--- src/dpfr_pkg.sv ---
// ----------------------------------------------------------------------------
// dpfr_pkg: shared types and constants of the demand page fault resolver
// Sizes of the segment table and the mapped-page rows, field widths, action
// and function codes, and the structs that travel between modules.
// ----------------------------------------------------------------------------
package dpfr_pkg;

  // Table geometry
  localparam int unsigned MAX_SEGMENTS          = 8;
  localparam int unsigned MAX_PAGES_PER_SEGMENT = 256;
  localparam int unsigned SLOT_W = (MAX_SEGMENTS > 1) ? $clog2(MAX_SEGMENTS) : 1;
  localparam int unsigned CNT_W  = $clog2(MAX_SEGMENTS + 1);
  localparam int unsigned PAGE_W =
      (MAX_PAGES_PER_SEGMENT > 1) ? $clog2(MAX_PAGES_PER_SEGMENT) : 1;

  // Field widths
  localparam int unsigned ADDR_W     = 32;
  localparam int unsigned SIZE_W     = 25;
  localparam int unsigned PERM_W     = 3;
  localparam int unsigned LEN_W      = 17;
  localparam int unsigned ACT_W      = 2;
  localparam int unsigned SEG_SLOT_W = 3;
  localparam int unsigned SHIFT_W    = 5;
  localparam int unsigned SCNT_W     = 4;
  localparam int unsigned CFG_IDX_W  = 1;
  localparam int unsigned CFG_DATA_W = 5;

  // Page shift limits and reset value
  localparam logic [SHIFT_W-1:0] SHIFT_MIN = 5'd8;
  localparam logic [SHIFT_W-1:0] SHIFT_MAX = 5'd16;
  localparam logic [SHIFT_W-1:0] SHIFT_RST = 5'd12;

  // Configuration register indexes
  localparam logic [CFG_IDX_W-1:0] CFG_PAGE_SHIFT = 1'd0;
  localparam logic [CFG_IDX_W-1:0] CFG_SEG_COUNT  = 1'd1;

  // Input function codes
  localparam logic FUNC_LOAD  = 1'b0;
  localparam logic FUNC_FAULT = 1'b1;

  // Result action codes
  localparam logic [ACT_W-1:0] ACT_LOADED  = 2'd0;
  localparam logic [ACT_W-1:0] ACT_FILE    = 2'd1;
  localparam logic [ACT_W-1:0] ACT_ZERO    = 2'd2;
  localparam logic [ACT_W-1:0] ACT_FORWARD = 2'd3;

  typedef struct packed {
    logic [ADDR_W-1:0] base;
    logic [SIZE_W-1:0] mem_bytes;
    logic [SIZE_W-1:0] file_bytes;
    logic [ADDR_W-1:0] file_offset;
    logic [PERM_W-1:0] perm;
  } seg_desc_t;

  typedef struct packed {
    logic [ACT_W-1:0]  action;
    logic [ADDR_W-1:0] page_addr;
    logic [LEN_W-1:0]  map_len;
    logic [ADDR_W-1:0] map_file_offset;
    logic [PERM_W-1:0] map_perm;
  } result_t;

  // Outcome of resolving one matched fault
  typedef struct packed {
    result_t           res;
    logic              mark;      // set the page's mapped bit
    logic [PAGE_W-1:0] page_idx;
  } calc_t;

endpackage

--- src/dpfr_if.sv ---
// ----------------------------------------------------------------------------
// dpfr_if: valid/ready channels of the demand page fault resolver
// One interface for input transactions, one for result transactions.
// ----------------------------------------------------------------------------
interface dpfr_in_if;
  logic                                valid;
  logic                                ready;
  logic                                func;
  logic [dpfr_pkg::SEG_SLOT_W-1:0]     seg_slot;
  logic [dpfr_pkg::ADDR_W-1:0]         seg_base;
  logic [dpfr_pkg::SIZE_W-1:0]         seg_mem_size;
  logic [dpfr_pkg::SIZE_W-1:0]         seg_file_size;
  logic [dpfr_pkg::ADDR_W-1:0]         seg_file_offset;
  logic [dpfr_pkg::PERM_W-1:0]         seg_perm;
  logic [dpfr_pkg::ADDR_W-1:0]         fault_addr;

  modport source (
    output valid, func, seg_slot, seg_base, seg_mem_size, seg_file_size,
           seg_file_offset, seg_perm, fault_addr,
    input  ready
  );
  modport sink (
    input  valid, func, seg_slot, seg_base, seg_mem_size, seg_file_size,
           seg_file_offset, seg_perm, fault_addr,
    output ready
  );
endinterface

interface dpfr_out_if;
  logic                        valid;
  logic                        ready;
  logic [dpfr_pkg::ACT_W-1:0]  action;
  logic [dpfr_pkg::ADDR_W-1:0] page_addr;
  logic [dpfr_pkg::LEN_W-1:0]  map_len;
  logic [dpfr_pkg::ADDR_W-1:0] map_file_offset;
  logic [dpfr_pkg::PERM_W-1:0] map_perm;

  modport source (
    output valid, action, page_addr, map_len, map_file_offset, map_perm,
    input  ready
  );
  modport sink (
    input  valid, action, page_addr, map_len, map_file_offset, map_perm,
    output ready
  );
endinterface

--- src/dpfr_ram.sv ---
// ----------------------------------------------------------------------------
// dpfr_ram: generic single-write, single-read synchronous RAM
// One write port, one read port with registered read data.
// ----------------------------------------------------------------------------
module dpfr_ram #(
  parameter int unsigned WIDTH = 8,
  parameter int unsigned DEPTH = 8
) (
  input  logic                                          clk_i,
  input  logic                                          we_i,
  input  logic [((DEPTH > 1) ? $clog2(DEPTH) : 1)-1:0]  waddr_i,
  input  logic [WIDTH-1:0]                              wdata_i,
  input  logic [((DEPTH > 1) ? $clog2(DEPTH) : 1)-1:0]  raddr_i,
  output logic [WIDTH-1:0]                              rdata_o
);

  logic [WIDTH-1:0] mem_q [DEPTH];
  logic [WIDTH-1:0] rdata_q;

  always_ff @(posedge clk_i) begin
    if (we_i) begin
      mem_q[waddr_i] <= wdata_i;
    end
    rdata_q <= mem_q[raddr_i];
  end

  assign rdata_o = rdata_q;

endmodule

--- src/dpfr_page_calc.sv ---
// ----------------------------------------------------------------------------
// dpfr_page_calc: page resolution for a matched segment
// From the offset into the segment, find the page, test its mapped bit and
// build the file-backed, zero-fill or forward result.
// ----------------------------------------------------------------------------
module dpfr_page_calc (
  input  dpfr_pkg::seg_desc_t                              desc_i,
  input  logic [dpfr_pkg::SIZE_W-1:0]                      offset_i,
  input  logic [dpfr_pkg::MAX_PAGES_PER_SEGMENT-1:0]       row_i,
  input  logic [dpfr_pkg::SHIFT_W-1:0]                     shift_i,
  output dpfr_pkg::calc_t                                  calc_o
);

  logic [dpfr_pkg::LEN_W-1:0]  page;
  logic [dpfr_pkg::SIZE_W-1:0] page_ext;
  logic [dpfr_pkg::SIZE_W-1:0] done;
  logic [dpfr_pkg::SIZE_W-1:0] index;
  logic [dpfr_pkg::SIZE_W-1:0] remain;
  logic [dpfr_pkg::PAGE_W-1:0] page_idx;
  logic                        in_range;
  logic                        hit;
  logic                        file_left;

  always_comb begin
    page      = dpfr_pkg::LEN_W'(1) << shift_i;
    page_ext  = dpfr_pkg::SIZE_W'(page);
    done      = offset_i & ~(page_ext - dpfr_pkg::SIZE_W'(1));
    index     = offset_i >> shift_i;
    in_range  = index < dpfr_pkg::SIZE_W'(dpfr_pkg::MAX_PAGES_PER_SEGMENT);
    page_idx  = index[dpfr_pkg::PAGE_W-1:0];
    hit       = row_i[page_idx];
    file_left = desc_i.file_bytes > done;
    remain    = desc_i.file_bytes - done;

    calc_o          = '0;
    calc_o.page_idx = page_idx;
    if (!in_range || hit) begin
      calc_o.res.action = dpfr_pkg::ACT_FORWARD;
    end else begin
      calc_o.mark             = 1'b1;
      calc_o.res.page_addr    = desc_i.base + dpfr_pkg::ADDR_W'(done);
      calc_o.res.map_perm     = desc_i.perm;
      if (file_left) begin
        calc_o.res.action          = dpfr_pkg::ACT_FILE;
        // clip to the file bytes that remain
        calc_o.res.map_len         = (remain > page_ext) ? page
                                                         : dpfr_pkg::LEN_W'(remain);
        calc_o.res.map_file_offset = desc_i.file_offset + dpfr_pkg::ADDR_W'(done);
      end else begin
        calc_o.res.action  = dpfr_pkg::ACT_ZERO;
        calc_o.res.map_len = page;
      end
    end
  end

endmodule

--- src/demand_page_fault_resolver.sv ---
// ----------------------------------------------------------------------------
// demand_page_fault_resolver: segment table lookup and page fault resolution
// Holds segment descriptors and per-page mapped bits; answers each load or
// fault transaction with one result transaction.
// ----------------------------------------------------------------------------
// Usage:
//   in_ch carries load transactions (func = 0, writes one segment descriptor
//   and clears that segment's mapped pages) and fault transactions (func = 1,
//   resolve fault_addr). out_ch returns exactly one result per transaction:
//   loaded, map file page, zero-fill page or forward fault.
//   cfg_we_i/cfg_idx_i/cfg_data_i write page_shift (index 0) and
//   segment_count (index 1); write them only while the block is idle.
// Sequencing:
//   One transaction is worked on at a time; the next is accepted only once
//   the sequencer is back in idle. A load goes straight to the emit state. A
//   fault reads one descriptor per cycle from the table memory in the scan
//   state: a first match goes on to the resolve state and then to emit; no
//   match, or no active segment, sends a forward result to emit.
// Reset:
//   page_shift returns to 12, segment_count to 0, all mapped rows read as
//   unmapped (one valid flop per row); descriptors are undefined until loaded.
// Stalls:
//   The result sits in an output register; the next transaction is accepted
//   while it waits. A new result waits in its own state until out_ch frees.
// ----------------------------------------------------------------------------
module demand_page_fault_resolver (
  input  logic                              clk_i,
  input  logic                              rst_ni,
  dpfr_in_if.sink                           in_ch,
  dpfr_out_if.source                        out_ch,
  input  logic                              cfg_we_i,
  input  logic [dpfr_pkg::CFG_IDX_W-1:0]    cfg_idx_i,
  input  logic [dpfr_pkg::CFG_DATA_W-1:0]   cfg_data_i
);

  typedef enum logic [3:0] {
    ST_IDLE    = 4'b0001,
    ST_SCAN    = 4'b0010,
    ST_RESOLVE = 4'b0100,
    ST_EMIT    = 4'b1000
  } state_e;

  localparam int unsigned DESC_W = $bits(dpfr_pkg::seg_desc_t);
  localparam int unsigned ROW_W  = dpfr_pkg::MAX_PAGES_PER_SEGMENT;

  state_e                              state_q, state_d;
  logic [dpfr_pkg::SHIFT_W-1:0]        page_shift_q;
  logic [dpfr_pkg::SCNT_W-1:0]         seg_count_q;
  logic [dpfr_pkg::SHIFT_W-1:0]        shift_eff;
  logic [dpfr_pkg::CNT_W-1:0]          cnt_eff;
  logic [dpfr_pkg::SLOT_W-1:0]         chk_slot_q, chk_slot_d;
  logic [dpfr_pkg::SLOT_W-1:0]         slot_q, slot_d;
  logic [dpfr_pkg::ADDR_W-1:0]         fault_addr_q, fault_addr_d;
  dpfr_pkg::seg_desc_t                 desc_q, desc_d;
  logic [dpfr_pkg::SIZE_W-1:0]         offset_q, offset_d;
  logic [ROW_W-1:0]                    row_q, row_d;
  dpfr_pkg::result_t                   res_q, res_d;
  dpfr_pkg::result_t                   out_q;
  logic                                out_valid_q;
  logic [dpfr_pkg::MAX_SEGMENTS-1:0]   row_vld_q;

  logic                                in_accept;
  logic                                load_acc;
  logic                                fault_acc;
  logic                                slot_ok;
  logic                                out_free;
  logic                                out_load;

  logic                                seg_we;
  logic [dpfr_pkg::SLOT_W-1:0]         seg_waddr;
  dpfr_pkg::seg_desc_t                 seg_wdata;
  logic [dpfr_pkg::SLOT_W-1:0]         rd_addr;
  logic [DESC_W-1:0]                   seg_rdata;
  dpfr_pkg::seg_desc_t                 cur_desc;

  logic                                bm_we;
  logic [ROW_W-1:0]                    bm_wdata;
  logic [ROW_W-1:0]                    bm_rdata;
  logic [ROW_W-1:0]                    cur_row;

  logic [dpfr_pkg::ADDR_W:0]           diff;
  logic                                match;
  logic                                last;
  dpfr_pkg::result_t                   fwd_res;
  dpfr_pkg::calc_t                     calc;

  // --------------------------------------------------------------------------
  // Configuration registers, saturated on use
  // --------------------------------------------------------------------------
  always_ff @(posedge clk_i or negedge rst_ni) begin
    if (!rst_ni) begin
      page_shift_q <= dpfr_pkg::SHIFT_RST;
      seg_count_q  <= '0;
    end else if (cfg_we_i) begin
      case (cfg_idx_i)
        dpfr_pkg::CFG_PAGE_SHIFT: page_shift_q <= cfg_data_i[dpfr_pkg::SHIFT_W-1:0];
        dpfr_pkg::CFG_SEG_COUNT:  seg_count_q  <= cfg_data_i[dpfr_pkg::SCNT_W-1:0];
        default: ;
      endcase
    end
  end

  always_comb begin
    if (page_shift_q < dpfr_pkg::SHIFT_MIN) begin
      shift_eff = dpfr_pkg::SHIFT_MIN;
    end else if (page_shift_q > dpfr_pkg::SHIFT_MAX) begin
      shift_eff = dpfr_pkg::SHIFT_MAX;
    end else begin
      shift_eff = page_shift_q;
    end
    if (32'(seg_count_q) > dpfr_pkg::MAX_SEGMENTS) begin
      cnt_eff = dpfr_pkg::CNT_W'(dpfr_pkg::MAX_SEGMENTS);
    end else begin
      cnt_eff = dpfr_pkg::CNT_W'(seg_count_q);
    end
  end

  // --------------------------------------------------------------------------
  // Input handshake and table writes
  // --------------------------------------------------------------------------
  assign in_ch.ready = (state_q == ST_IDLE);
  assign in_accept   = in_ch.valid && in_ch.ready;
  assign load_acc    = in_accept && (in_ch.func == dpfr_pkg::FUNC_LOAD);
  assign fault_acc   = in_accept && (in_ch.func == dpfr_pkg::FUNC_FAULT);
  // drop loads into slots beyond the table
  assign slot_ok     = 32'(in_ch.seg_slot) < dpfr_pkg::MAX_SEGMENTS;

  assign seg_we    = load_acc && slot_ok;
  assign seg_waddr = dpfr_pkg::SLOT_W'(in_ch.seg_slot);
  always_comb begin
    seg_wdata.base        = in_ch.seg_base;
    seg_wdata.mem_bytes   = in_ch.seg_mem_size;
    seg_wdata.file_bytes  = in_ch.seg_file_size;
    seg_wdata.file_offset = in_ch.seg_file_offset;
    seg_wdata.perm        = in_ch.seg_perm;
  end

  // Read slot 0 while idle so its data is ready in the first scan cycle;
  // during the scan, read the slot after the one being checked.
  assign rd_addr = (state_q == ST_IDLE) ? '0 : chk_slot_q + dpfr_pkg::SLOT_W'(1);

  dpfr_ram #(
    .WIDTH (DESC_W),
    .DEPTH (dpfr_pkg::MAX_SEGMENTS)
  ) u_seg_ram (
    .clk_i   (clk_i),
    .we_i    (seg_we),
    .waddr_i (seg_waddr),
    .wdata_i (seg_wdata),
    .raddr_i (rd_addr),
    .rdata_o (seg_rdata)
  );

  // Mapped bits: one row per segment, read alongside its descriptor. A row
  // whose valid flop is clear reads as all unmapped. The row write-back
  // happens in the resolve cycle, before the next transaction can read it.
  assign bm_wdata = row_q | (ROW_W'(1) << calc.page_idx);

  dpfr_ram #(
    .WIDTH (ROW_W),
    .DEPTH (dpfr_pkg::MAX_SEGMENTS)
  ) u_bitmap_ram (
    .clk_i   (clk_i),
    .we_i    (bm_we),
    .waddr_i (slot_q),
    .wdata_i (bm_wdata),
    .raddr_i (rd_addr),
    .rdata_o (bm_rdata)
  );

  always_ff @(posedge clk_i or negedge rst_ni) begin
    if (!rst_ni) begin
      row_vld_q <= '0;
    end else if (seg_we) begin
      row_vld_q[seg_waddr] <= 1'b0;
    end else if (bm_we) begin
      row_vld_q[slot_q] <= 1'b1;
    end
  end

  // --------------------------------------------------------------------------
  // Segment match for the slot whose descriptor arrives this cycle
  // --------------------------------------------------------------------------
  assign cur_desc = dpfr_pkg::seg_desc_t'(seg_rdata);
  assign cur_row  = row_vld_q[chk_slot_q] ? bm_rdata : '0;
  // A borrow out means the address lies below the base.
  assign diff  = {1'b0, fault_addr_q} - {1'b0, cur_desc.base};
  assign match = !diff[dpfr_pkg::ADDR_W] &&
                 (diff[dpfr_pkg::ADDR_W-1:0] < dpfr_pkg::ADDR_W'(cur_desc.mem_bytes));
  assign last  = dpfr_pkg::CNT_W'(chk_slot_q) == (cnt_eff - dpfr_pkg::CNT_W'(1));

  always_comb begin
    fwd_res        = '0;
    fwd_res.action = dpfr_pkg::ACT_FORWARD;
  end

  dpfr_page_calc u_page_calc (
    .desc_i   (desc_q),
    .offset_i (offset_q),
    .row_i    (row_q),
    .shift_i  (shift_eff),
    .calc_o   (calc)
  );

  // --------------------------------------------------------------------------
  // Sequencer
  // --------------------------------------------------------------------------
  assign out_free = !out_valid_q || out_ch.ready;
  assign out_load = (state_q == ST_EMIT) && out_free;

  always_comb begin
    state_d      = state_q;
    chk_slot_d   = chk_slot_q;
    slot_d       = slot_q;
    fault_addr_d = fault_addr_q;
    desc_d       = desc_q;
    offset_d     = offset_q;
    row_d        = row_q;
    res_d        = res_q;
    bm_we        = 1'b0;

    case (state_q)
      ST_IDLE: begin
        if (load_acc) begin
          res_d        = '0;
          res_d.action = dpfr_pkg::ACT_LOADED;
          state_d      = ST_EMIT;
        end else if (fault_acc) begin
          fault_addr_d = in_ch.fault_addr;
          chk_slot_d   = '0;
          if (cnt_eff == '0) begin
            res_d   = fwd_res;
            state_d = ST_EMIT;
          end else begin
            state_d = ST_SCAN;
          end
        end
      end
      ST_SCAN: begin
        if (match) begin
          // hold the first matching segment for resolution
          desc_d   = cur_desc;
          offset_d = diff[dpfr_pkg::SIZE_W-1:0];
          row_d    = cur_row;
          slot_d   = chk_slot_q;
          state_d  = ST_RESOLVE;
        end else if (last) begin
          res_d   = fwd_res;
          state_d = ST_EMIT;
        end else begin
          chk_slot_d = chk_slot_q + dpfr_pkg::SLOT_W'(1);
        end
      end
      ST_RESOLVE: begin
        res_d   = calc.res;
        bm_we   = calc.mark;
        state_d = ST_EMIT;
      end
      ST_EMIT: begin
        if (out_free) begin
          state_d = ST_IDLE;
        end
      end
      default: begin
        state_d = ST_IDLE;
      end
    endcase
  end

  always_ff @(posedge clk_i or negedge rst_ni) begin
    if (!rst_ni) begin
      state_q    <= ST_IDLE;
      chk_slot_q <= '0;
    end else begin
      state_q    <= state_d;
      chk_slot_q <= chk_slot_d;
    end
  end

  always_ff @(posedge clk_i) begin
    slot_q       <= slot_d;
    fault_addr_q <= fault_addr_d;
    desc_q       <= desc_d;
    offset_q     <= offset_d;
    row_q        <= row_d;
    res_q        <= res_d;
  end

  // --------------------------------------------------------------------------
  // Output register
  // --------------------------------------------------------------------------
  always_ff @(posedge clk_i or negedge rst_ni) begin
    if (!rst_ni) begin
      out_valid_q <= 1'b0;
    end else if (out_load) begin
      out_valid_q <= 1'b1;
    end else if (out_ch.ready) begin
      out_valid_q <= 1'b0;
    end
  end

  always_ff @(posedge clk_i) begin
    if (out_load) begin
      out_q <= res_q;
    end
  end

  assign out_ch.valid           = out_valid_q;
  assign out_ch.action          = out_q.action;
  assign out_ch.page_addr       = out_q.page_addr;
  assign out_ch.map_len         = out_q.map_len;
  assign out_ch.map_file_offset = out_q.map_file_offset;
  assign out_ch.map_perm        = out_q.map_perm;

`ifndef SYNTHESIS
  // A fault with active segments must start the table scan.
  a_fault_scans: assert property (@(posedge clk_i) disable iff (!rst_ni)
    (fault_acc && (cnt_eff != '0)) |=> (state_q == ST_SCAN))
    else $error("fault transaction did not enter the scan");

  // The scan never checks a slot beyond the active count.
  a_scan_bound: assert property (@(posedge clk_i) disable iff (!rst_ni)
    (state_q == ST_SCAN) |-> (dpfr_pkg::CNT_W'(chk_slot_q) < cnt_eff))
    else $error("scan ran past the active segment count");

  // Only a file or zero-fill result marks a page.
  a_mark_action: assert property (@(posedge clk_i) disable iff (!rst_ni)
    bm_we |-> ((calc.res.action == dpfr_pkg::ACT_FILE) ||
               (calc.res.action == dpfr_pkg::ACT_ZERO)))
    else $error("mapped bit written for a non-mapping result");

  // Loaded and forwarded results carry no mapping.
  a_empty_result: assert property (@(posedge clk_i) disable iff (!rst_ni)
    (out_ch.valid && ((out_ch.action == dpfr_pkg::ACT_LOADED) ||
                      (out_ch.action == dpfr_pkg::ACT_FORWARD)))
      |-> ((out_ch.page_addr == '0) && (out_ch.map_len == '0) &&
           (out_ch.map_file_offset == '0) && (out_ch.map_perm == '0)))
    else $error("loaded or forwarded result with nonzero fields");
`endif

endmodule
--- src/flat_wrapper.sv ---
// flat-port wrapper written by rule: the top's interface ports become plain ports
module demand_page_fault_resolver_flat 
  (clk_i, rst_ni, cfg_we_i, cfg_idx_i, cfg_data_i, in_ch_valid, in_ch_func, in_ch_seg_slot, in_ch_seg_base, in_ch_seg_mem_size, in_ch_seg_file_size, in_ch_seg_file_offset, in_ch_seg_perm, in_ch_fault_addr, in_ch_ready, out_ch_valid, out_ch_action, out_ch_page_addr, out_ch_map_len, out_ch_map_file_offset, out_ch_map_perm, out_ch_ready);
  dpfr_in_if in_ch_i ();
  dpfr_out_if out_ch_i ();
  input  logic clk_i;
  input  logic rst_ni;
  input  logic cfg_we_i;
  input  logic [dpfr_pkg::CFG_IDX_W-1:0] cfg_idx_i;
  input  logic [dpfr_pkg::CFG_DATA_W-1:0] cfg_data_i;
  input wire logic [$bits(in_ch_i.valid)-1:0] in_ch_valid;
  input wire logic [$bits(in_ch_i.func)-1:0] in_ch_func;
  input wire logic [$bits(in_ch_i.seg_slot)-1:0] in_ch_seg_slot;
  input wire logic [$bits(in_ch_i.seg_base)-1:0] in_ch_seg_base;
  input wire logic [$bits(in_ch_i.seg_mem_size)-1:0] in_ch_seg_mem_size;
  input wire logic [$bits(in_ch_i.seg_file_size)-1:0] in_ch_seg_file_size;
  input wire logic [$bits(in_ch_i.seg_file_offset)-1:0] in_ch_seg_file_offset;
  input wire logic [$bits(in_ch_i.seg_perm)-1:0] in_ch_seg_perm;
  input wire logic [$bits(in_ch_i.fault_addr)-1:0] in_ch_fault_addr;
  output wire logic [$bits(in_ch_i.ready)-1:0] in_ch_ready;
  output wire logic [$bits(out_ch_i.valid)-1:0] out_ch_valid;
  output wire logic [$bits(out_ch_i.action)-1:0] out_ch_action;
  output wire logic [$bits(out_ch_i.page_addr)-1:0] out_ch_page_addr;
  output wire logic [$bits(out_ch_i.map_len)-1:0] out_ch_map_len;
  output wire logic [$bits(out_ch_i.map_file_offset)-1:0] out_ch_map_file_offset;
  output wire logic [$bits(out_ch_i.map_perm)-1:0] out_ch_map_perm;
  input wire logic [$bits(out_ch_i.ready)-1:0] out_ch_ready;
  assign in_ch_i.valid = in_ch_valid;
  assign in_ch_i.func = in_ch_func;
  assign in_ch_i.seg_slot = in_ch_seg_slot;
  assign in_ch_i.seg_base = in_ch_seg_base;
  assign in_ch_i.seg_mem_size = in_ch_seg_mem_size;
  assign in_ch_i.seg_file_size = in_ch_seg_file_size;
  assign in_ch_i.seg_file_offset = in_ch_seg_file_offset;
  assign in_ch_i.seg_perm = in_ch_seg_perm;
  assign in_ch_i.fault_addr = in_ch_fault_addr;
  assign in_ch_ready = in_ch_i.ready;
  assign out_ch_valid = out_ch_i.valid;
  assign out_ch_action = out_ch_i.action;
  assign out_ch_page_addr = out_ch_i.page_addr;
  assign out_ch_map_len = out_ch_i.map_len;
  assign out_ch_map_file_offset = out_ch_i.map_file_offset;
  assign out_ch_map_perm = out_ch_i.map_perm;
  assign out_ch_i.ready = out_ch_ready;
  demand_page_fault_resolver u_core (.clk_i(clk_i), .rst_ni(rst_ni), .in_ch(in_ch_i), .out_ch(out_ch_i), .cfg_we_i(cfg_we_i), .cfg_idx_i(cfg_idx_i), .cfg_data_i(cfg_data_i));
endmodule
--- config.mk ---
export PLATFORM = sky130hd
export DESIGN_NAME = demand_page_fault_resolver_flat
export DESIGN_NICKNAME = d
export VERILOG_FILES = /design/src/dpfr_pkg.sv /design/src/dpfr_if.sv /design/src/dpfr_ram.sv /design/src/dpfr_page_calc.sv /design/src/demand_page_fault_resolver.sv /design/src/flat_wrapper.sv
export SDC_FILE = /design/constraint.sdc
export NUM_CORES = 2
export LEC_CHECK = 0
export ABC_CLOCK_PERIOD_IN_PS = 59900
export BUFFER_PORTS_ARGS = -buffer_cell sky130_fd_sc_hd__buf_2
export CORE_MARGIN = 2
export CORE_UTILIZATION = 35
export DETAILED_ROUTE_END_ITERATION = 10
export PLACE_DENSITY = 0.51
export SLEW_MARGIN = 15
export SYNTH_ARGS = -nofsm -noshare
export SYNTH_HDL_FRONTEND = slang
export SYNTH_SLANG_ARGS = --single-unit
export TNS_END_PERCENT = 20
--- constraint.sdc ---
create_clock -name clk_i -period 59.9 [get_ports clk_i]
set_input_delay 2.995 -clock clk_i [delete_from_list [all_inputs] [get_ports clk_i]]
set_output_delay 2.995 -clock clk_i [all_outputs]
set_load 0.1 [all_outputs]
==> results.md <==
- # Post-CTS Setup Buffers: 0
- Final setup TNS: 0 ns
- Largest family of logic cells by synthesized area: simple AND/OR/NAND/NOR gates
- Clock transition at path regs: 0.06 ns
- FF+latch count, synth: 3958
- CP Data Arrival Time: 10.24 ns
- Worst min-delay path class: reg -> reg
- Register area share after synthesis: 72.8%
- Wirelength per Cell: 27.2 um
- Top Ports: 252
- Top-count cell post-synth: edfxtp_1
- Worst-Margin Slew: 1.34 ns
- Power per Cell Area: 47.6 nW/um^2
- Hold buffer count at cts: 0
- Min Hold Slack: roughly 0.40 ns
- Post-synth ARST share: 0.632%
- DR vias: 99100
- GP Congestion: 0.879
- Crit path required time: 60.47 ns
- Layout cells sized above 1: approximately a tenth
- Share of the synthesized area in the top cell type: 67.7%
- Initial DRC count: 9757
- Library cells used by synthesis: 99
- Post-synth EDFFs: 3560
- CTS tree: built
- CTS Buf Count: approximately 420
- Mux cell area share after synthesis: 0.591%
- Synth Area in Compound Gates: 10.2%
- Dpl cells: between 15000 and 20000
- Min cycle time layout: 9.67 ns
- Port Buf Inserts: 251
- Pre-antenna DRT Iters: 7
- Clock Path Buffers: 4
- Max IR drop VDD: 0.0000471 V
- Pin count of the biggest net entering global routing: 208
- Synthesized area: 158000 sq um
- Crit path capture type: flop
- Area growth, synth to finish: 13.9%
- CP startpoint kind: flop
- Layout Skew: 0.0682 ns
- Root Buffer: clkbuf_16
- Nets@finish: 12000
- Leak: ~0.060 uW
- Cells after Synth: 11500
- Final WL: 489000 um
- Final Instance Count excl. Fillers: 18000
- Slew Viols, Final: 0
- Die Y: 676 um
- Area leader, netlist: edfxtp_1
- Fin crit share: 16.1%
- Chip Width: slightly below 700 um
- Status: completed
- Final Util: between 40% and 50%
- Starting Density: about a third
- Synth Area in XOR/XNOR: less than 1%
- Max_cap viols: 0
- Antenna viol nets, final: 0
- Post-Synth Adder-Cell Area: 1.28%
- Tot GR Track Use: 20.9%
- Worst skew pair latency: roughly 1 ns
- Fillers: a little over 40000
- Post-CTS Resized: 0
- Top cells by area, synth: edfxtp_1, dfxtp_1, nand2_1
- Worst-path maximum fanout: 81
- Global route overflow: 0
- Via density: 5.52
- Slew headroom: roughly a tenth
- Unrepaired setup endpoints after global routing: no
- Vias in the first global route: 97200
- Top cells by count, synth: edfxtp_1, nand2_1, nand3_1
- DRC violations left: 0
- Maximum clock rate: approximately 100 MHz
- Max H-tree Level: 5
- CTS Sinks: 3958
- Initial antenna violation count: 85
- Core Region: 449000 sq um
- Synthesized area per cell: around 14 sq um
- Simple-gate area share of the yosys netlist: 12.3%
- Final setup fails: 0
- Warnings from Yosys: 0
- Worst Path Class, Setup: reg -> reg
- Global-route wire length before repair: about 700000 um
- Dpl hpwl: 285000 um
- Site Rows: 246
- Fin. Hold Viols: 0
- Die area: 457000 sq um
- Top_reg_cell synth: edfxtp_1
## worst paths after layout
check / from / end / slack, ns / cells past startpoint
worst min register to register: u_core.u_seg_ram.rdata_o[46] / u_core.desc_q[46] / 0.40 / 0
max in group asynchronous: rst_ni / u_core.chk_slot_q[0] / 57.31 / 1
min in group asynchronous: rst_ni / u_core.seg_count_q[2] / 2.06 / 1
worst max register to register: u_core.fault_addr_q[0] / u_core.row_q[6] / 50.23 / 26
worst min-delay path: u_core.u_seg_ram.rdata_o[46] / u_core.desc_q[46] / 0.40 / 0
worst max-delay path: u_core.fault_addr_q[0] / u_core.row_q[6] / 50.23 / 26
## cell families (layout without fill, tap and decap cells)
| kind of cell | Yosys count | after routing |
|---|---|---|
| AND/OR/NAND/NOR | 4041 | 4041 |
| flip-flops | 3958 | 3958 |
| AO/OA/AOI/OAI | 2250 | 2250 |
| buffers and inverters | 962 | 1387 |
| adder cells (fa/ha/maj) | 159 | 159 |
| XOR/XNOR | 94 | 94 |
| multiplexers | 80 | 80 |
| other | 2 | 42 |
## metrics by stage
stage                     cell area (sq um)  power (uW)  setup slack, ns
after floorplan                      158000        5060            31.10
after global placement               166000        5970            50.32
after detailed placement             166000        5990            50.27
after CTS                            180000        8650            50.20
after global routing                 180000        8990            49.66
final                                180000        8560            50.23
## per-layer routing
layer	part of all wire [%]	GRT usage (%)	vias to the layer above
met4	3.8	7.31	62
met3	7.0	3.46	868
met1	43	28.5	50800
met2	46	33.6	3502
li1	-	-	43900
met5	0.077	0	-
## registers in the layout, indices dropped and copies added (netlist names), 86 cells and up
signal and flops:
u_core.u_bitmap_ram.mem_q 2048, u_core.res_q 86, u_core.row_q 256, u_core.u_seg_ram.mem_q 936, u_core.u_bitmap_ram.rdata_o 256, u_core.u_seg_ram.rdata_o 117
u_core.desc_q 92
## cell usage in the layout (no fill, tap or decap), drive strengths merged, types with 55 or more instances in the layout
cell | Yosys | layout
nor2 | 195 | 195
mux2i | 55 | 55
o21bai | 98 | 98
ha | 155 | 155
nor2b | 284 | 284
a21o | 194 | 194
buf | 75 | 459
o21ai | 113 | 113
nand2b | 777 | 777
nor3 | 59 | 59
clkbuf | 740 | 574
inv | 146 | 156
o311ai | 749 | 749
edfxtp | 3560 | 3560
dfxtp | 373 | 373
nand2 | 1755 | 1755
clkinv | 1 | 132
a31oi | 401 | 401
nand3 | 833 | 833
a21oi | 492 | 492
## critical path, stage by stage, from the launching register on
cell and delay, ns:
edfxtp_1 0.37, inv_1 0.07, ha_1 0.16, inv_1 0.06, fa_1 0.42, a211oi_1 0.37, o21ai_0 0.22, a31o_2 0.33
o211ai_1 0.28, a31oi_1 0.20, a21oi_1 0.38, xnor2_1 0.20, ha_1 0.29, a22oi_1 0.20, nand3_1 0.10, or4b_1 0.52
a221oi_1 0.24, o221ai_1 0.17, a311o_1 0.30, nor4_1 0.29, nand4_1 0.29, or2_1 0.42, inv_8 0.30, buf_16 0.37
buf_4 0.69, buf_4 0.76, buf_4 0.74
## layout make-up
cell class	instances	area [sq um]	area share, %
Clock inverter	207	2560	1.42
Tap cell	5952	7450	4.14
Timing Repair Buffer	459	3100	1.72
Inverter	147	567	0.315
Sequential cell	3958	115000	63.9
Multi-Input combinational cell	6646	39600	22.0
Antenna cell	20	50.0	0.0278
Clock buffer	574	11500	6.39
## power breakdown
group / internal [uW] / switching (uW)
Clock: 1560 / 1090
Combinational: 690 / 1850
Sequential: 3280 / 88.0
Total: 5530 / 3020
(Power assumes the default switching activity.)
